### config.mk
export PLATFORM = sky130hd
export DESIGN_NAME = oblc_ctrl
export DESIGN_NICKNAME = d
export VERILOG_FILES = /design/src/rtl/oblc_pkg.sv /design/src/rtl/oblc_ctrl.sv
export SDC_FILE = /design/constraint.sdc
export NUM_CORES = 1
export LEC_CHECK = 0
export BUFFER_PORTS_ARGS = -buffer_cell sky130_fd_sc_hd__buf_4
export CORE_AREA = 2 2 39 41
export DETAILED_ROUTE_END_ITERATION = 6
export DIE_AREA = 0 0 41 43
export PLACE_DENSITY = 0.5
export RECOVER_POWER = 100
export SYNTH_ARGS = -nofsm -noshare
export SYNTH_HDL_FRONTEND = slang
export SYNTH_SLANG_ARGS = --single-unit
### constraint.sdc
create_clock -name i_clk -period 1.65 [get_ports i_clk]
set_input_delay 0.33 -clock i_clk [delete_from_list [all_inputs] [get_ports i_clk]]
set_output_delay 0.33 -clock i_clk [all_outputs]
set_load 0.01 [all_outputs]
### src/rtl/oblc_pkg.sv
// Types, opcodes and sizing for the order book level CAM.
// No dependencies; every other file in rtl imports this package.
package oblc_pkg;

    localparam int LEVEL_COUNT   = 16;
    localparam int QUANTITY_BITS = 24;
    localparam int PRICE_BITS    = 32;
    localparam int COUNT_BITS    = 5;

    localparam int SLOT_W      = $clog2(LEVEL_COUNT);
    localparam int CNT_W       = $clog2(LEVEL_COUNT + 1);
    localparam int TREE_DEPTH  = $clog2(LEVEL_COUNT);
    localparam int TREE_LEAVES = 1 << TREE_DEPTH;

    localparam logic [1:0] OP_ADD   = 2'd0;
    localparam logic [1:0] OP_SUB   = 2'd1;
    localparam logic [1:0] OP_SET   = 2'd2;
    localparam logic [1:0] OP_CLEAR = 2'd3;

    localparam logic BID_SIDE = 1'b0;
    localparam logic ASK_SIDE = 1'b1;

    typedef logic [QUANTITY_BITS-1:0] t_qty;
    typedef logic [PRICE_BITS-1:0]    t_price;

    typedef struct packed {
        logic [1:0] op;
        logic       book_side;
        t_price     level_price;
        t_qty       quantity;
    } t_in_item;

    typedef struct packed {
        logic                  bid_present;
        t_price                best_bid_price;
        t_qty                  best_bid_quantity;
        logic                  ask_present;
        t_price                best_ask_price;
        t_qty                  best_ask_quantity;
        logic                  overflowed;
        logic [COUNT_BITS-1:0] active_levels;
    } t_out_item;

    typedef struct packed {
        logic load;
        logic update;
        logic emit;
    } t_ctl_cmd;

    typedef struct packed {
        logic   present;
        t_price price;
        t_qty   qty;
    } t_node;

    // Left wins ties so the lower slot is kept, as a linear scan would.
    function automatic t_node pick_bid(input t_node a, input t_node b);
        if (a.present && (!b.present || a.price >= b.price)) begin
            return a;
        end
        return b;
    endfunction

    function automatic t_node pick_ask(input t_node a, input t_node b);
        if (a.present && (!b.present || a.price <= b.price)) begin
            return a;
        end
        return b;
    endfunction

endpackage

### src/rtl/oblc_ctrl.sv
// Sequencer for the order book level CAM: accept, update, reduce, report.
// Depends on oblc_pkg.
module oblc_ctrl (
    input  logic                i_clk,
    input  logic                i_rst_n,
    input  logic                start,
    output logic                busy,
    output oblc_pkg::t_ctl_cmd  o_cmd
);
    import oblc_pkg::*;

    localparam int REDUCE_CYCLES = TREE_DEPTH + 1;
    localparam int RC_W          = $clog2(REDUCE_CYCLES);

    localparam logic [1:0] S_IDLE   = 2'd0;
    localparam logic [1:0] S_UPDATE = 2'd1;
    localparam logic [1:0] S_REDUCE = 2'd2;

    logic [1:0]      r_state, n_state;
    logic [RC_W-1:0] r_cnt, n_cnt;
    logic            w_last;

    assign busy   = (r_state != S_IDLE);
    assign w_last = (r_cnt == RC_W'(REDUCE_CYCLES - 1));

    always_comb begin
        n_state      = r_state;
        n_cnt        = r_cnt;
        o_cmd.load   = 1'b0;
        o_cmd.update = 1'b0;
        o_cmd.emit   = 1'b0;
        unique case (r_state)
            S_IDLE: begin
                if (start) begin
                    o_cmd.load = 1'b1;
                    n_state    = S_UPDATE;
                end
            end
            S_UPDATE: begin
                o_cmd.update = 1'b1;
                n_cnt        = '0;
                n_state      = S_REDUCE;
            end
            S_REDUCE: begin
                // wait here while the root of the tree settles after the update
                if (w_last) begin
                    o_cmd.emit = 1'b1;
                    n_state    = S_IDLE;
                end else begin
                    n_cnt = r_cnt + 1'b1;
                end
            end
            default: begin
                n_state = S_IDLE;
            end
        endcase
    end

    always_ff @(posedge i_clk) begin
        if (!i_rst_n) begin
            r_state <= S_IDLE;
            r_cnt   <= '0;
        end else begin
            r_state <= n_state;
            r_cnt   <= n_cnt;
        end
    end

endmodule

# Word level (Yosys, flattened, before mapping)

Cells that the tools add are included.

Input bits: 3
Bits in read-only memories: 0
Register bits after elaboration: 5
Output and inout bits: 4
Logic and storage cells: 24
Bits in latches: 0
Bits in writable memories: 0
Memories kept: 0

Eq/ne operators: 6
Reductions and logical operators: 5
Shift operators: 0
Order comparisons: 0
Divide/modulo/power cells: 0
Bitwise logic cells: 0
$add $sub $neg: 1
Muxes and demuxes: 10
$mul: 0

Operators by type and width:

| cell                                                 | number |
|---|---|
| inequality test 2 bit (second input constant)        | 3 |
| case mux 2 bit (3 select lines)                      | 1 |
| case mux 3 bit (2 select lines)                      | 1 |
| 2-to-1 mux 1 bit                                     | 5 |
| 2-to-1 mux 2 bit                                     | 2 |
| AND reduction 2 bit                                  | 2 |
| nonzero test 2 bit                                   | 2 |
| adder 3 x 1 -> 3 bit (second input constant)         | 1 |
| equality test 3 bit (second input constant)          | 1 |
| 2-to-1 mux 3 bit                                     | 1 |
| equality test 2 x 1 -> 1 bit (second input constant) | 1 |
| equality test 2 bit (second input constant)          | 1 |
| logical NOT 2 bit                                    | 1 |

# Logic depth before layout (Yosys ltp)

Gate-level depths: netlist (run 1).

Depth in word-level cells: 3
Mapped depth: 5
Depth with buffers taken out: 5

# Worst setup path before layout (run 1)

Ideal clock, no wire load.

Kind: register to register
Start: register r_cnt[0]
End: register r_cnt[2]
Period minus slack after synthesis: 1356 ps
Buffers on the path: 0
Library setup time: 115 ps
Arrival: 1241 ps
Cell stages (with the launch flop): 5
Data required time: 1535 ps
Slack: 294 ps
Cell sequence: dfxtp_1 -> inv_1 -> ha_1 -> or4b_1 -> and3_1

Cells in the longest elaborated chain, start to end: 3
Elaborated cells between the ends (all ways): 6
Classes of those cells: add/sub (1); eq/ne (2); mux (2); reduce/logical (1)

RTL lines:

| element                                                                | line                             | source |
|---|---|---|
| start: declaration                                                     | oblc_ctrl.sv:20                  | `logic [RC_W-1:0] r_cnt, n_cnt;` |
| start signal: assignment                                               | oblc_ctrl.sv:65                  | `r_cnt <= n_cnt;` |
| adder 3 x 1 -> 3 bit or equality test 3 bit (tied branches)            | oblc_ctrl.sv:50, oblc_ctrl.sv:24 |  |
| 2-to-1 mux 3 bit or inequality test 2 bit (tied branches)              | -                                |  |
| case mux 3 bit (2 select lines) or AND reduction 2 bit (tied branches) | -                                |  |

Several ways; a longest one is shown, not always the timed one. The select of a mux whose other input is x is not followed.
A chain may end at the register's enable or synchronous reset.

==> reports/qor.txt, run 1 <==
Status = finished clean
Post-CTS setup buffer count = 0
CTS tree = built
RR Endpoint = r_cnt[2]
Yosys warnings = 0
Main synth FF type = dfxtp_1
Multi-input gate area = 175 um^2
Area Growth Syn to Fin = 25.6%
Syn_nets = 40
RSZ-0062 raised after global routing = false
Vias/cell = 4.27
DRT Pass-1 Iters = 3
Asr flop ratio synth = 0%
Max Cap Viol = 0
Hold depth = 2
Worst endpoint required time = 1.32 ns
Drt first-iter violations = 3
Initial Utilization = 21.2%
Reg-to-reg setup timing slack = 0.21 ns
CP Capture Type = output port
Register area share after synthesis = 34.2%
Final setup fails = 0
Critical path type = reg2out
WL met1 = 260 um
Most common cell in the synthesized netlist = dfxtp_1
Hold worst-path end = r_state[1]
Post-route ant nets = 0
Layout cells sized above 1 = 30.2%
Met3 Wirelength = 27 um
Wirelength per Cell = 9.08 um
Max Fanout on Critical Path = 5
Fill count = 148
Core footprint = 0.00138 mm^2
Worst-margin pin slew = 0.214 ns
Largest net degree at the start of global routing = 12
Min Tclk post-route = 1.56 ns
Final Max Slew Viols = 0
Total track usage = 8.23%
Top-area cell type share of the netlist area = 34.2%
Post-synth EDFFs = 0
Sink Count = 5
Routed wire length = 536 um
Worst VDD drop = 0.377 mV
ANT cells = 0
Mean Syn Cell Area = 8.37 um^2
Critical Path Source Type = flop
Reg-to-Reg Start = r_cnt[0]
Leakage = 0.156 nW
CTS clk-pin slew, worst paths = 0.04 ns
WL met2 = 234 um
Cell variety after synth = 22
Skew final = 0.00439 ns
Post-synthesis sequential element count = 5
Row Count = 14
Power Dens Cells = 880 mW/mm^2
Fmax achieved = 0.642 GHz
Total CTS buffers = 3
Placed cell area = 347 um^2
Final period util = 94.5%
Worst R2R Path Depth = 4
Clk buf depth = 2
H-tree depth reported by CTS = 1
I/O Buffers = 6
Synth area leaders = dfxtp_1, ha_1, a21oi_1
GP Congestion = 0.755
Leading area contributor after synthesis = dfxtp_1
Vias = 252
HP Start = i_rst_n
Die width = 41 um
Storage cell area = 101 um^2
Max-slew headroom = 85.7%
Hold crit path type = in2reg
Mapped Cells = 35
Drc violations = 0
Final global-route overflow total = 0
IO Pins = 7
Post-route cell area = 368 um^2
First-pass GRT wire length = 938 um
Setup_tns = 0 ns
Final Hold Vio Count = 0
Worst EP arrival = 1.23 ns
DR top layer = met4
Die Span Y = 43 um
DIE AREA = 0.00176 mm^2
Clk_lat worst skew = 0.25 ns
Nets = 49
Initial antenna violation count = 0
Synthesized cell area = 293 um^2
Top cells by count, synth = dfxtp_1, nand2_1, a21oi_1, inv_1
Number of global-route vias before repair = 219
Clock Root Buffer = clkbuf_4
## flip-flops by register name, indices dropped and copies added (netlist names)
register	count
r_state	2
r_cnt	3
## worst max-delay path by stage
stage | depth (start not counted) | end | startpoint
2_1_floorplan | 4 | r_cnt[2] | r_cnt[0]
3_3_place_gp | 4 | r_cnt[2] | r_cnt[0]
3_5_place_dp | 4 | r_cnt[2] | r_cnt[0]
4_1_cts | 3 | o_cmd[2] | r_state[0]
5_1_grt | 4 | o_cmd[0] | r_cnt[0]
6_report | 4 | o_cmd[0] | r_cnt[0]
## what timing repair did
action / in CTS / in global routing
resized for setup: 0 / 2
setup endpoints to repair: 0 / 2
hold buffers: 0 / 0
## power by group
group / switching [mW] / internal [mW] / leakage (nW) / total, mW
clock network: 0.0518 / 0.0915 / 0.0150 / 0.143
registers: 0.0100 / 0.127 / 0.0411 / 0.137
logic: 0.0203 / 0.0228 / 0.100 / 0.0431
## cell families (layout without fill, tap and decap cells)
family	count (synthesis)	after routing	share of synthesized area, %
AOI/OAI and AO/OA	9	9	20.1
adders and majority gates	2	2	8.55
buffers and inverters	5	13	7.69
DFF	5	5	34.2
and+or+nand+nor	14	14	29.5
## stage by stage
| stage | setup slack (ns) | instances | hold slack [ns] | utilization (%) | power (mW) |
|---|---|---|---|---|---|
| 6_report | 0.0913 | 59 | 0.333 | 26.6 | 0.324 |
| 5_1_grt | 0.00331 | 59 | 0.330 | 26.6 | 0.346 |
| 4_1_cts | 0.0590 | 59 | 0.329 | 26.9 | 0.334 |
| 3_5_place_dp | 0.219 | 55 | 0.509 | 25.0 | 0.187 |
| 3_3_place_gp | 0.253 | 55 | 0.499 | 25.0 | 0.188 |
| 2_1_floorplan | 0.294 | 35 | 0.447 | - | 0.169 |
## placed cells by master, fill, tap and decap left out, drive strengths merged, types with 2 or more instances in the layout
cell / n
o22ai: 2
clkbuf: 7
dfxtp: 5
inv: 3
ha: 2
buf: 3
a21oi: 3
nand2: 5
## per-layer routing
| metal | GRT usage (%) | vias to the layer above |
|---|---|---|
| met5 | 0 | - |
| met4 | 6.00 | 0 |
| met3 | 4.71 | 3 |
| met2 | 10.0 | 5 |
| met1 | 10.3 | 107 |
| li1 | - | 137 |
## critical path: stages, from the launching register on
cell	delay, ns
dfxtp_1	0.38
inv_1	0.06
ha_1	0.24
nor3b_2	0.17
buf_4	0.14
## final cells by class
cell class	count	area share, %
flip-flops and latches	5	27.6
repair buffers	6	9.18
clock buffers	4	7.14
inverters	3	3.06
well taps	16	5.44
multi-input cells	25	47.6
Power figures use the tool's default switching activity.
==> run 2: changes to the inputs <==
Settings changed: BUFFER_PORTS_ARGS -buffer_cell sky130_fd_sc_hd__buf_4 to -buffer_cell sky130_fd_sc_hd__buf_2.
==> run 2 against run 1 <==
Effect of this change:
- flip-flop and latch count unchanged
- first-iteration DRC count unchanged
- clock skew shrank 0.0015 ns
- critical endpoint is now o_cmd[2]
- highest routed layer unchanged
==> reports/qor.txt, run 2 (synthesis results as in run 1) <==
Status = finished clean
Final global-route overflow total = 0
Setup slack after layout = 0.0812 ns
Max Fanout on Critical Path = 11
Multi-input gate area = 175 um^2
Area Growth Syn to Fin = 23.1%
Worst VDD drop = 0.338 mV
Skew final = 0.00292 ns
DP Worst Slack = 0.232 ns
Reg with most FFs = r_cnt
Routed wire length = 522 um
Hold_buf cts = 0
Commonest cells after routing, fill and taps aside = dfxtp_1, nand2_1
Post-DP HPWL = 399 um
Vias = 263
Met3 GRT Util = 7.85%
Core footprint = 0.00138 mm^2
Clock Root Buffer = clkbuf_4
Leakage = 0.157 nW
H-tree depth reported by CTS = 1
Fmax achieved = 0.637 GHz
Largest registers = r_cnt: 3 flops, r_state: 2 flops
Worst EP arrival = 1.24 ns
Total CTS buffers = 3
Drt first-iter violations = 3
Critical path type = reg2out
Sink Count = 5
Die width = 41 um
DIE AREA = 0.00176 mm^2
Total track usage = 8.63%
Most Used Layer, Global Route = met2
Min Tclk post-route = 1.57 ns
Fill count = 158
Wirelength per Cell = 8.85 um
Hold crit path type = in2reg
IO Pins = 7
Clk buf depth = 2
Storage cell area = 100 um^2
Grt met2 use = 10.6%
Post-route ant nets = 0
Number of global-route vias before repair = 235
Final Hold Vio Count = 0
Initial Utilization = 21.2%
Largest net degree at the start of global routing = 12
ANT cells = 0
Commonest non-fill, non-tap cell in the layout = dfxtp_1
I/O Buffers = 6
First-pass GRT wire length = 938 um
GP Congestion = 0.764
Die Span Y = 43 um
Initial antenna violation count = 0
CTS tree = built
Layout cells sized above 1 = 30.2%
CP Capture Type = output port
Final Max Slew Viols = 0
Worst endpoint required time = 1.32 ns
Drc violations = 0
Power Dens Cells = 890 mW/mm^2
Max Cap Viol = 0
Min Hold Slack = 0.364 ns
Nets = 49
Setup_tns = 0 ns
Final period util = 95.1%
CTS clk-pin slew, worst paths = 0.04 ns
DRT Pass-1 Iters = 4
Final core occ = 26.0%
Final setup fails = 0
Row Count = 14
Max-slew headroom = 76.6%
Critical Path Source Type = flop
RSZ-0062 raised after global routing = false
Worst-margin pin slew = 0.351 ns
Clk_lat worst skew = 0.24 ns
Met1 usage = 9.00%
Max FFs per register = 3
Vias/cell = 4.46
[run 2: cell counts in the layout (fill, tap and decap cells not counted)]
No cell type changed its count.
[run 2: worst paths after layout]
kind	from	to	slack, ns	cells after the start
max reg2reg	r_cnt[0]	r_cnt[2]	0.23	4
max	r_state[0]	o_cmd[2]	0.08	3
min reg2reg	r_cnt[1]	r_cnt[1]	0.51	2
min	i_rst_n	r_state[1]	0.36	2
[run 2: layout make-up]
class	count	area share (%)
sequential	5	27.8
clock buffer	4	7.29
timing repair buffer	6	7.64
tap	16	5.56
multi-input combinational	25	48.6
inverter	3	3.12
[run 2: report_power, final]
group          switching, mW  internal [mW]  leakage, nW  total, mW
clock                 0.0504         0.0914       0.0150      0.142
combinational         0.0197         0.0220        0.101     0.0417
sequential            0.0102          0.127       0.0407      0.137
total                 0.0803          0.240        0.157      0.321
[run 2: through the flow]
step	area, um^2	power, mW	cells
after floorplan	293	0.169	35
after global placement	332	0.182	55
after detailed placement	332	0.182	55
after CTS	358	0.330	59
after global routing	360	0.342	59
final	360	0.321	59
[run 2: what timing repair did]
| item | CTS | global route |
|---|---|---|
| gates resized for setup | 0 | 1 |
| setup endpoints to repair | 0 | 1 |
| setup buffers | 0 | 0 |
[run 2: metal layers]
| metal | up-vias | wire length [um] |
|---|---|---|
| met4 | 0 | 10 |
| met1 | 120 | 228 |
| met3 | 3 | 39 |
| li1 | 135 | - |
| met5 | - | 0 |
| met2 | 5 | 242 |
[run 2: critical path, cell delays in order (launching register included)]
cell and delay (ns):
dfxtp_1 0.40, or2_2 0.34, nor2_1 0.11, buf_2 0.14
